## src/rtl/dsp_pkg.sv

```systemverilog
`timescale 1ns / 1ps
// ----------------------------------------------------------------------------
// dsp_pkg: shared types and constants for the shortest-path engine
// Sizes, operation codes, beat layouts and controller/datapath links.
// ----------------------------------------------------------------------------
package dsp_pkg;

  localparam int NV  = 64;
  localparam int NE  = 256;
  localparam int WB  = 16;
  localparam int DB  = 24;
  localparam int VW  = 6;
  localparam int VIW = $clog2(NV);
  localparam int VCW = $clog2(NV + 1);
  localparam int EIW = $clog2(NE);
  localparam int ECW = $clog2(NE + 1);

  localparam logic [1:0] OP_ADD   = 2'd0;
  localparam logic [1:0] OP_QUERY = 2'd1;
  localparam logic [1:0] OP_CLEAR = 2'd2;

  typedef struct packed {
    logic [1:0]    operation;
    logic [VW-1:0] vertex_a;
    logic [VW-1:0] vertex_b;
    logic [WB-1:0] weight;
  } dsp_in_t;

  typedef struct packed {
    logic [DB-1:0] distance;
    logic          reachable;
    logic          edges_dropped;
  } dsp_out_t;

  typedef struct packed {
    logic [VIW-1:0] end_a;
    logic [VIW-1:0] end_b;
    logic [WB-1:0]  cost;
  } dsp_edge_t;

  localparam int EDGE_W = $bits(dsp_edge_t);

  typedef struct packed {
    logic accept;
    logic init;
    logic scan;
    logic pick;
    logic eaddr;
    logic edat;
    logic relax;
    logic fin;
    logic load;
  } dsp_cmd_t;

  typedef struct packed {
    logic scan_done;
    logic found;
    logic no_edges;
    logic last_edge;
    logic out_free;
  } dsp_sts_t;

endpackage

```

## src/rtl/dsp_ctrl.sv

```systemverilog
`timescale 1ns / 1ps
// ----------------------------------------------------------------------------
// dsp_ctrl: query sequencer
// Steps a query through vertex scans, edge relaxation and result load.
// ----------------------------------------------------------------------------
module dsp_ctrl import dsp_pkg::*; (
  input  logic       clk,
  input  logic       rst_n,
  input  logic       in_valid,
  input  logic [1:0] in_op,
  input  dsp_sts_t   sts,
  output dsp_cmd_t   cmd,
  output logic       in_stall
);

  typedef enum logic [8:0] {
    ST_IDLE  = 9'b000000001,
    ST_INIT  = 9'b000000010,
    ST_SCAN  = 9'b000000100,
    ST_PICK  = 9'b000001000,
    ST_EADDR = 9'b000010000,
    ST_EDATA = 9'b000100000,
    ST_RELAX = 9'b001000000,
    ST_FIN   = 9'b010000000,
    ST_OUT   = 9'b100000000
  } state_t;

  state_t state_r, state_nxt;

  always_comb begin
    state_nxt = state_r;
    unique case (state_r)
      ST_IDLE:  if (in_valid && in_op == OP_QUERY) state_nxt = ST_INIT;
      ST_INIT:  state_nxt = ST_SCAN;
      ST_SCAN:  if (sts.scan_done) state_nxt = ST_PICK;
      ST_PICK: begin
        if (!sts.found) state_nxt = ST_FIN;
        else if (sts.no_edges) state_nxt = ST_SCAN;
        else state_nxt = ST_EADDR;
      end
      ST_EADDR: state_nxt = ST_EDATA;
      ST_EDATA: state_nxt = ST_RELAX;
      ST_RELAX: state_nxt = sts.last_edge ? ST_SCAN : ST_EADDR;
      ST_FIN:   state_nxt = ST_OUT;
      ST_OUT:   if (sts.out_free) state_nxt = ST_IDLE;
      default:  state_nxt = ST_IDLE;
    endcase
  end

  always_ff @(posedge clk) begin
    if (!rst_n) begin
      state_r <= ST_IDLE;
    end else begin
      state_r <= state_nxt;
    end
  end

  assign in_stall   = (state_r != ST_IDLE);
  assign cmd.accept = (state_r == ST_IDLE) && in_valid;
  assign cmd.init   = (state_r == ST_INIT);
  assign cmd.scan   = (state_r == ST_SCAN);
  assign cmd.pick   = (state_r == ST_PICK);
  assign cmd.eaddr  = (state_r == ST_EADDR);
  assign cmd.edat   = (state_r == ST_EDATA);
  assign cmd.relax  = (state_r == ST_RELAX);
  assign cmd.fin    = (state_r == ST_FIN);
  assign cmd.load   = (state_r == ST_OUT) && sts.out_free;

endmodule

```

## config.mk

```make
export PLATFORM = sky130hd
export DESIGN_NAME = dsp_ctrl
export DESIGN_NICKNAME = d
export VERILOG_FILES = /design/src/rtl/dsp_pkg.sv /design/src/rtl/dsp_ctrl.sv
export SDC_FILE = /design/constraint.sdc
export NUM_CORES = 1
export LEC_CHECK = 0
export BUFFER_PORTS_ARGS = -buffer_cell sky130_fd_sc_hd__clkbuf_2
export CAP_MARGIN = 20
export CORE_UTILIZATION = 42
export DETAILED_ROUTE_END_ITERATION = 12
export GPL_TIMING_DRIVEN = 0
export HOLD_SLACK_MARGIN = 0.12
export PLACE_DENSITY_LB_ADDON = 0.25
export RECOVER_POWER = 100
export SKIP_CTS_REPAIR_TIMING = 1
export SLEW_MARGIN = 20
export SYNTH_ARGS = -nofsm -noshare
export SYNTH_HDL_FRONTEND = slang
export SYNTH_SLANG_ARGS = --single-unit
```

## constraint.sdc

```tcl
create_clock -name clk -period 1.8 [get_ports clk]
set_input_delay 0.27 -clock clk [delete_from_list [all_inputs] [get_ports clk]]
set_output_delay 0.27 -clock clk [all_outputs]
set_load 0.03 [all_outputs]
```

# Word level (Yosys, flattened, before mapping)
# Index checks and enable logic that the tools add are counted.
dict set report op_classes {
  n_eq_ne 14
  muxes 7
  add_sub_neg 0
  n_shift 0
  mul 0
  div 0
  n_lt_le_gt_ge 0
  n_reduce_logical 4
  bitwise_logic 0
}
# cell count
set op_table {}
lappend op_table {{$pmux W9 S9} 1}
lappend op_table {{$mux W9} 3}
lappend op_table {{$mux W5} 2}
lappend op_table {{$eq A9 B1 Y1 const B} 1}
lappend op_table {{$eq A9 B2 Y1 const B} 1}
lappend op_table {{$eq A9 B3 Y1 const B} 1}
lappend op_table {{$eq A9 B4 Y1 const B} 1}
lappend op_table {{$eq A9 B5 Y1 const B} 1}
lappend op_table {{$eq A9 B6 Y1 const B} 1}
lappend op_table {{$eq A9 B7 Y1 const B} 1}
lappend op_table {{$eq A9 B8 Y1 const B} 1}
lappend op_table {{$eq A9 B9 Y1 const B} 1}
lappend op_table {{$ne A9 B1 Y1 const B} 1}
lappend op_table {{$mux W8} 1}
lappend op_table {{$ne A2 B2 Y1 const B} 3}
lappend op_table {{$logic_and A1 B1 Y1} 3}
lappend op_table {{$reduce_and A3 Y1} 1}
lappend op_table {{$eq A2 B1 Y1 const B} 1}
dict set report totals {
  in_bits 10
  reg_bits 9
  romBits 0
  latch_bits 0
  elab_cells 26
  out_inout_bits 10
  n_memories 0
  mem_bits_rw 0
}

# Longest topological paths before layout
# Gate-level depths: netlist (run 1).
dict set report depth {
  depth_word 4
  depth_mapped 5
  depth_no_buf 4
}

# Worst setup path before layout (run 1)
# OpenSTA, ideal clock, no wires.
dict set report synth_timing {
  kind {reg-to-reg}
  startpoint {register state_r[8]}
  endpoint {register state_r[2]}
  arrival_ps 2208
  path_slack_ps -479
  n_path_buf 0
  t_required_ps 1728
  stages_incl_launch_ff 5
  period_less_slack_ps 2279
  setup_time_ps 72
  path_cell_list {dfxtp_1 or4_1 nor4_1 a32oi_1 a21oi_1}
}
# item line_no
set synth_lines {}
lappend synth_lines {{start, declared} dsp_ctrl.sv:28} ;# state_t state_r, state_nxt;
lappend synth_lines {{start signal, assigned} dsp_ctrl.sv:54} ;# state_r <= state_nxt;

==> summary.txt, run 1 <==
Run status
  • Run status: complete, but fails checks
  • Failing checks: negative setup slack

Placed design
  • IO Port Bufs: 19
  • Gpl congestion: between 0.8 and 0.9
  • Post-DP HPWL: ~1.0 mm
  • Pre-CTS WS: -0.186 ns
  • Cells after DPL: slightly above 100
  • Area post-placement: 692 um^2

GRT
  • Antenna violations before repair: 0
  • Gr usage total: around 22%
  • First-pass GRT wire length: 2.26 mm
  • Vias in the first global route: 529
  • Largest net degree at the start of global routing: 11
  • GRT overflow: 0

Synth
  • Synth area leader: dfxtp_1
  • Top cells by area, synth: dfxtp_1 (32%), and3_1 (8.9%), nor2_1 (6.0%)
  • Cell Area, Synth: 559 um^2
  • Ys flop type: dfxtp_1
  • Synthesized netlist cell count: between 60 and 70
  • Yosys Warn Count: 0
  • Sequential share of the synthesized area: about 32%
  • Synth Register Bits: 9
  • Library cells used by synthesis: 31
  • Post-synth ARST share: 0%
  • Syn_area_per_cell: slightly above 8 um^2
  • Yosys top cell area share: ~32%
  • Synthesized Nets: 79
  • Post-synth EDFFs: 0

Power
  • Flop pwr share: 36.2%
  • Pwr dens: 850 nW/um^2
  • Clk pwr share: 24.5%
  • Leak: between 0.3 and 0.4 nW
  • Internal power: approximately 410 uW
  • Sw frac: 38.5%
  • Sw Pwr: about 260 uW
  • Comb pwr share: just under 40%
  • Max IR drop VDD: 0.459 mV

Finish
  • Cell area after layout: about 790 um^2
  • Nets: around 110
  • Commonest non-fill, non-tap cell in the layout: clkbuf_2
  • Top flop regs: state_r (9)
  • Reg with most FFs: state_r
  • Commonest cells after routing, fill and taps aside: clkbuf_2 (15), and3_1 (7), nor2_1 (6), dfxtp_1 (5)
  • Area Growth Syn to Fin: 41.2%
  • Max FFs per register: 9
  • N_diodes: 0
  • Fillers: roughly 110
  • Final Non-Filler Cells: approximately 110
  • Layout cell share with drive strength beyond 1: between 40% and 50%

Die
  • Initial core utilization: a little under half
  • Die area: roughly 1500 um^2
  • Die H: approximately 38 um
  • # rows: 12
  • Die X: about 38 um
  • I/O pins: 20
  • Core area: 1170 um^2

Routing
  • Initial drt markers: 14
  • Drt total wl: around 1.4 mm
  • DR DRC count: 0
  • Antenna viol nets, final: 0
  • Routed wire per std cell: around 13 um
  • DRT Pass-1 Iters: 4
  • Vias/cell: 5.87
  • DR vias: roughly 630

Clocking
  • Clock latency on the worst-skew pair: ~0.26 ns
  • CTS tree: done
  • CTS clk-pin slew, worst paths: about 0.070 ns
  • H-tree level count: 1
  • CTS sink cnt: 9
  • CTS Buffer Depth: 2
  • Total CTS buffers: 3
  • CTS root buf: clkbuf_4

STA
  • Setup ws final: -0.389 ns
  • Slew headroom: roughly 68%
  • Clk_skew: 0.00645 ns
  • Hold_ws: 0.193 ns
  • Least-Margin Pin Slew: 0.479 ns
  • Period minus WS final: about 2.2 ns
  • Unrepaired setup endpoints after global routing: yes
  • Period utilization: 122%
  • Max Fclk: ~0.46 GHz
  • Number of setup violations in the final report: 7
  • Max-slew violation count: 0
  • Final setup TNS: -1.12 ns
  • Final Hold Viols: 0

Worst hold path
  • HP Class: primary input to flop
  • Hold Path Sink: state_r[7]
  • Hold Path Cell Cnt: 2
  • Hold path startpoint: sts[3]

Setup path
  • Critical register-to-register path startpoint: state_r[8]
  • RR Endpoint: state_r[0]
  • WP data required: ~1.5 ns
  • Max FO, Critical Path: 4
  • R2R depth: 4
  • Critical Path Start Type: flop
  • Kind of critical path: flop to primary output
  • Crit path DAT: around 1.9 ns
  • CP endpoint kind: primary output
  • R2R Setup Slk: -0.07 ns

Run
  • Max Cap Viol: 0
## per-layer routing
metal / up-vias / global-route usage [%] / wire length (um)
met5: - / 0 / 0
met4: 0 / 10.3 / 14
met3: 2 / 5.23 / 63
met2: 18 / 34.2 / 654
met1: 297 / 29.6 / 672
li1: 317 / - / -
## layout make-up
class                   instances  area (um^2)  share of cell area (%)
clock buffers                   4         26.3                    3.33
inverters                       2         7.51                   0.951
multi-input cells              57          420                    53.2
flip-flops and latches          9          185                    23.5
well taps                      14         17.5                    2.22
repair buffers                 22          133                    16.8
## Yosys cell counts (all sizes together), types with 2 or more instances
master and number:
nor4 2, nor2 9, nand3b 2, nand3 2, nor3 3, inv 2, nand2 3, and3 8
o21ai 2, nor3b 3, a21oi 3, xnor2 2, dfxtp 9, o21a 2, or3 2
## critical path, cell delays in order, from the launching register on
cell,delay (ns)
dfxtp_2,0.34
or4_4,0.53
or3_4,0.37
nor4b_4,0.25
buf_6,0.17
## per-stage QoR
| stage | total power, mW | utilization [%] |
|---|---|---|
| finish | 0.671 | 67.4 |
| global route | 0.704 | 67.4 |
| CTS | 0.647 | 61.3 |
| detailed placement | 0.484 | 59.1 |
| global placement | 0.481 | 59.1 |
| floorplan | 0.421 | - |
## power groups by stage
stage	clock network (mW)	registers [mW]	logic, mW
floorplan	0	0.225	0.196
global placement	0	0.228	0.253
detailed placement	0	0.228	0.256
CTS	0.166	0.224	0.257
global route	0.177	0.244	0.283
finish	0.165	0.243	0.264
## worst max path at each step
stage	from	endpoint	slack, ns	cells past startpoint
finish	state_r[8]	cmd[3]	-0.39	4
global route	state_r[7]	cmd[3]	-0.45	4
CTS	state_r[7]	cmd[3]	-0.47	4
detailed placement	state_r[7]	cmd[3]	-0.19	4
global placement	state_r[7]	cmd[3]	-0.18	4
floorplan	state_r[8]	state_r[6]	-0.15	4
## logic make-up (layout without fill, tap and decap cells)
family,after synthesis,count (layout),share of synthesized area [%]
AO/OA/AOI/OAI,13,13,16.3
XOR/XNOR,3,3,4.70
buffers and inverters,3,28,2.01
flip-flops,9,9,32.2
AND/OR/NAND/NOR,41,41,44.7
Power figures use the tool's default switching activity.
==> run 2: changes to the inputs <==
CTS_BUF_LIST = sky130_fd_sc_hd__clkbuf_16   (was unset)
GPL_TIMING_DRIVEN = 1   (was 0)
==> summary.txt, run 2 (synthesized netlist as in run 1, its figures left out) <==
Run status
  • Run status: complete, but fails checks
  • Failing checks: negative setup slack

Finish
  • Nets: between 100 and 150
  • Final Non-Filler Cells: approximately 120
  • Commonest cells after routing, fill and taps aside: clkbuf_2 (14), buf_4 (10), and3_1 (7), dfxtp_1 (6), nor2_1 (5)
  • Combined area of the multi-input logic cells: between 400 and 500 um^2
  • Top flop regs: state_r (9)
  • Layout cell share with drive strength beyond 1: between 40% and 50%
  • Fillers: 84
  • Reg with most FFs: state_r
  • Register Area: between 150 and 200 um^2
  • Area Growth Syn to Fin: 63.5%
  • N_diodes: 0
  • Max FFs per register: 9
  • Commonest non-fill, non-tap cell in the layout: clkbuf_2

Setup path
  • Crit path DAT: 1.86 ns
  • Critical Path Start Type: flop
  • WP data required: approximately 1.5 ns
  • Max FO, Critical Path: 2
  • Kind of critical path: flop to primary output
  • CP endpoint kind: primary output

Clocking
  • CTS root buf: clkbuf_16
  • H-tree level count: 1
  • Total CTS buffers: 3
  • CTS tree: done
  • CTS clk-pin slew, worst paths: about 0.040 ns
  • Clock latency on the worst-skew pair: roughly 0.24 ns
  • CTS sink cnt: 9
  • CTS Buffer Depth: 2

GRT
  • Vias in the first global route: roughly 630
  • First-pass GRT wire length: 2.70 mm
  • Gr usage total: between 20% and 30%
  • GRT overflow: 0
  • Antenna violations before repair: 0
  • Largest net degree at the start of global routing: 11

Die
  • Die area: 1480 um^2
  • # rows: 12
  • Core area: ~1200 um^2
  • I/O pins: 20
  • Die H: 38.5 um
  • Initial core utilization: a little under half
  • Die X: around 38 um

Power
  • Clk pwr share: about two fifths
  • Power Total: roughly 950 uW
  • Sw frac: 31.1%
  • Leak: roughly 0.42 nW
  • Max IR drop VDD: a little over 0.8 mV
  • Pwr dens: 1040 nW/um^2
  • Flop pwr share: around a quarter
  • Comb pwr share: between 30% and 40%
  • Sw Pwr: about 300 uW
  • Internal power: about 650 uW

STA
  • Number of setup violations in the final report: 6
  • Max-slew violation count: 0
  • Least-Margin Pin Slew: 0.423 ns
  • Slew headroom: a little under three quarters
  • Period minus WS final: 2.13 ns
  • Final Hold Viols: 0
  • Unrepaired setup endpoints after global routing: yes
  • Max Fclk: about 0.47 GHz
  • Period utilization: 118%
  • Clk_skew: roughly 0.0013 ns
  • Setup ws final: -0.331 ns

Routing
  • Vias/cell: about 5.8
  • Routed wire per std cell: approximately 15 um
  • Antenna viol nets, final: 0
  • DRT Pass-1 Iters: 4
  • DR DRC count: 0
  • Drt total wl: between 1.5 and 2 mm
  • Initial drt markers: 19
  • DR vias: 682

Placed design
  • Cells after DPL: ~110
  • IO Port Bufs: 19
  • Post-DP HPWL: roughly 1.2 mm
  • Gpl congestion: around 0.9

Run
  • Max Cap Viol: 0

Worst hold path
  • HP Class: primary input to flop
==> run 2: power by group through the flow <==
| stage | logic [mW] | registers (mW) | clock network [mW] |
|---|---|---|---|
| after global routing | 0.342 | 0.242 | 0.406 |
| after CTS | 0.276 | 0.237 | 0.397 |
| after floorplan | 0.196 | 0.225 | 0 |
| after global placement | 0.270 | 0.239 | 0 |
| after detailed placement | 0.273 | 0.240 | 0 |
| final | 0.315 | 0.241 | 0.395 |
==> run 2: worst paths after layout <==
path / from / to / slack [ns] / depth (start not counted)
worst max register to register: state_r[8] / state_r[0] / -0.22 / 5
worst max-delay path: state_r[8] / cmd[3] / -0.33 / 4
worst min-delay path: sts[3] / state_r[7] / 0.23 / 2
worst min register to register: state_r[6] / state_r[6] / 0.66 / 2
==> run 2: stage by stage <==
stage          hold slack (ns)  setup WS (ns)  TNS [ns]  area (um^2)  utilization, %
4_1_cts                  0.227         -0.412     -1.10          843            72.0
5_1_grt                  0.238         -0.369     -1.89          915            78.1
3_3_place_gp             0.472         -0.110    -0.160          763            65.2
3_5_place_dp             0.471         -0.149    -0.244          763            65.2
2_1_floorplan            0.346         -0.150    -0.596          579               -
6_report                 0.231         -0.331     -1.27          915            78.1
==> run 2: area by class of cell <==
cell class / instances / area share, %
Sequential cell: 9 / 20.1
Clock inverter: 1 / 0.547
Clock buffer: 3 / 8.21
Multi-Input combinational cell: 57 / 46.5
Inverter: 2 / 0.821
Tap cell: 14 / 1.92
Timing Repair Buffer: 32 / 21.9
==> run 2: critical path, stage by stage, from the launching register on <==
cell     delay, ns
dfxtp_2       0.31
or4_4         0.53
or3_4         0.36
nor4b_4       0.26
buf_6         0.17
==> run 2: metal layers <==
metal / global-route usage (%) / vias to the layer above / share of wire [%]
met1: 31.2 / 310 / 43
li1: - / 341 / -
met5: 0 / - / 0
met4: 5.17 / 0 / 0.63
met2: 47.5 / 29 / 51
met3: 9.30 / 2 / 5.4
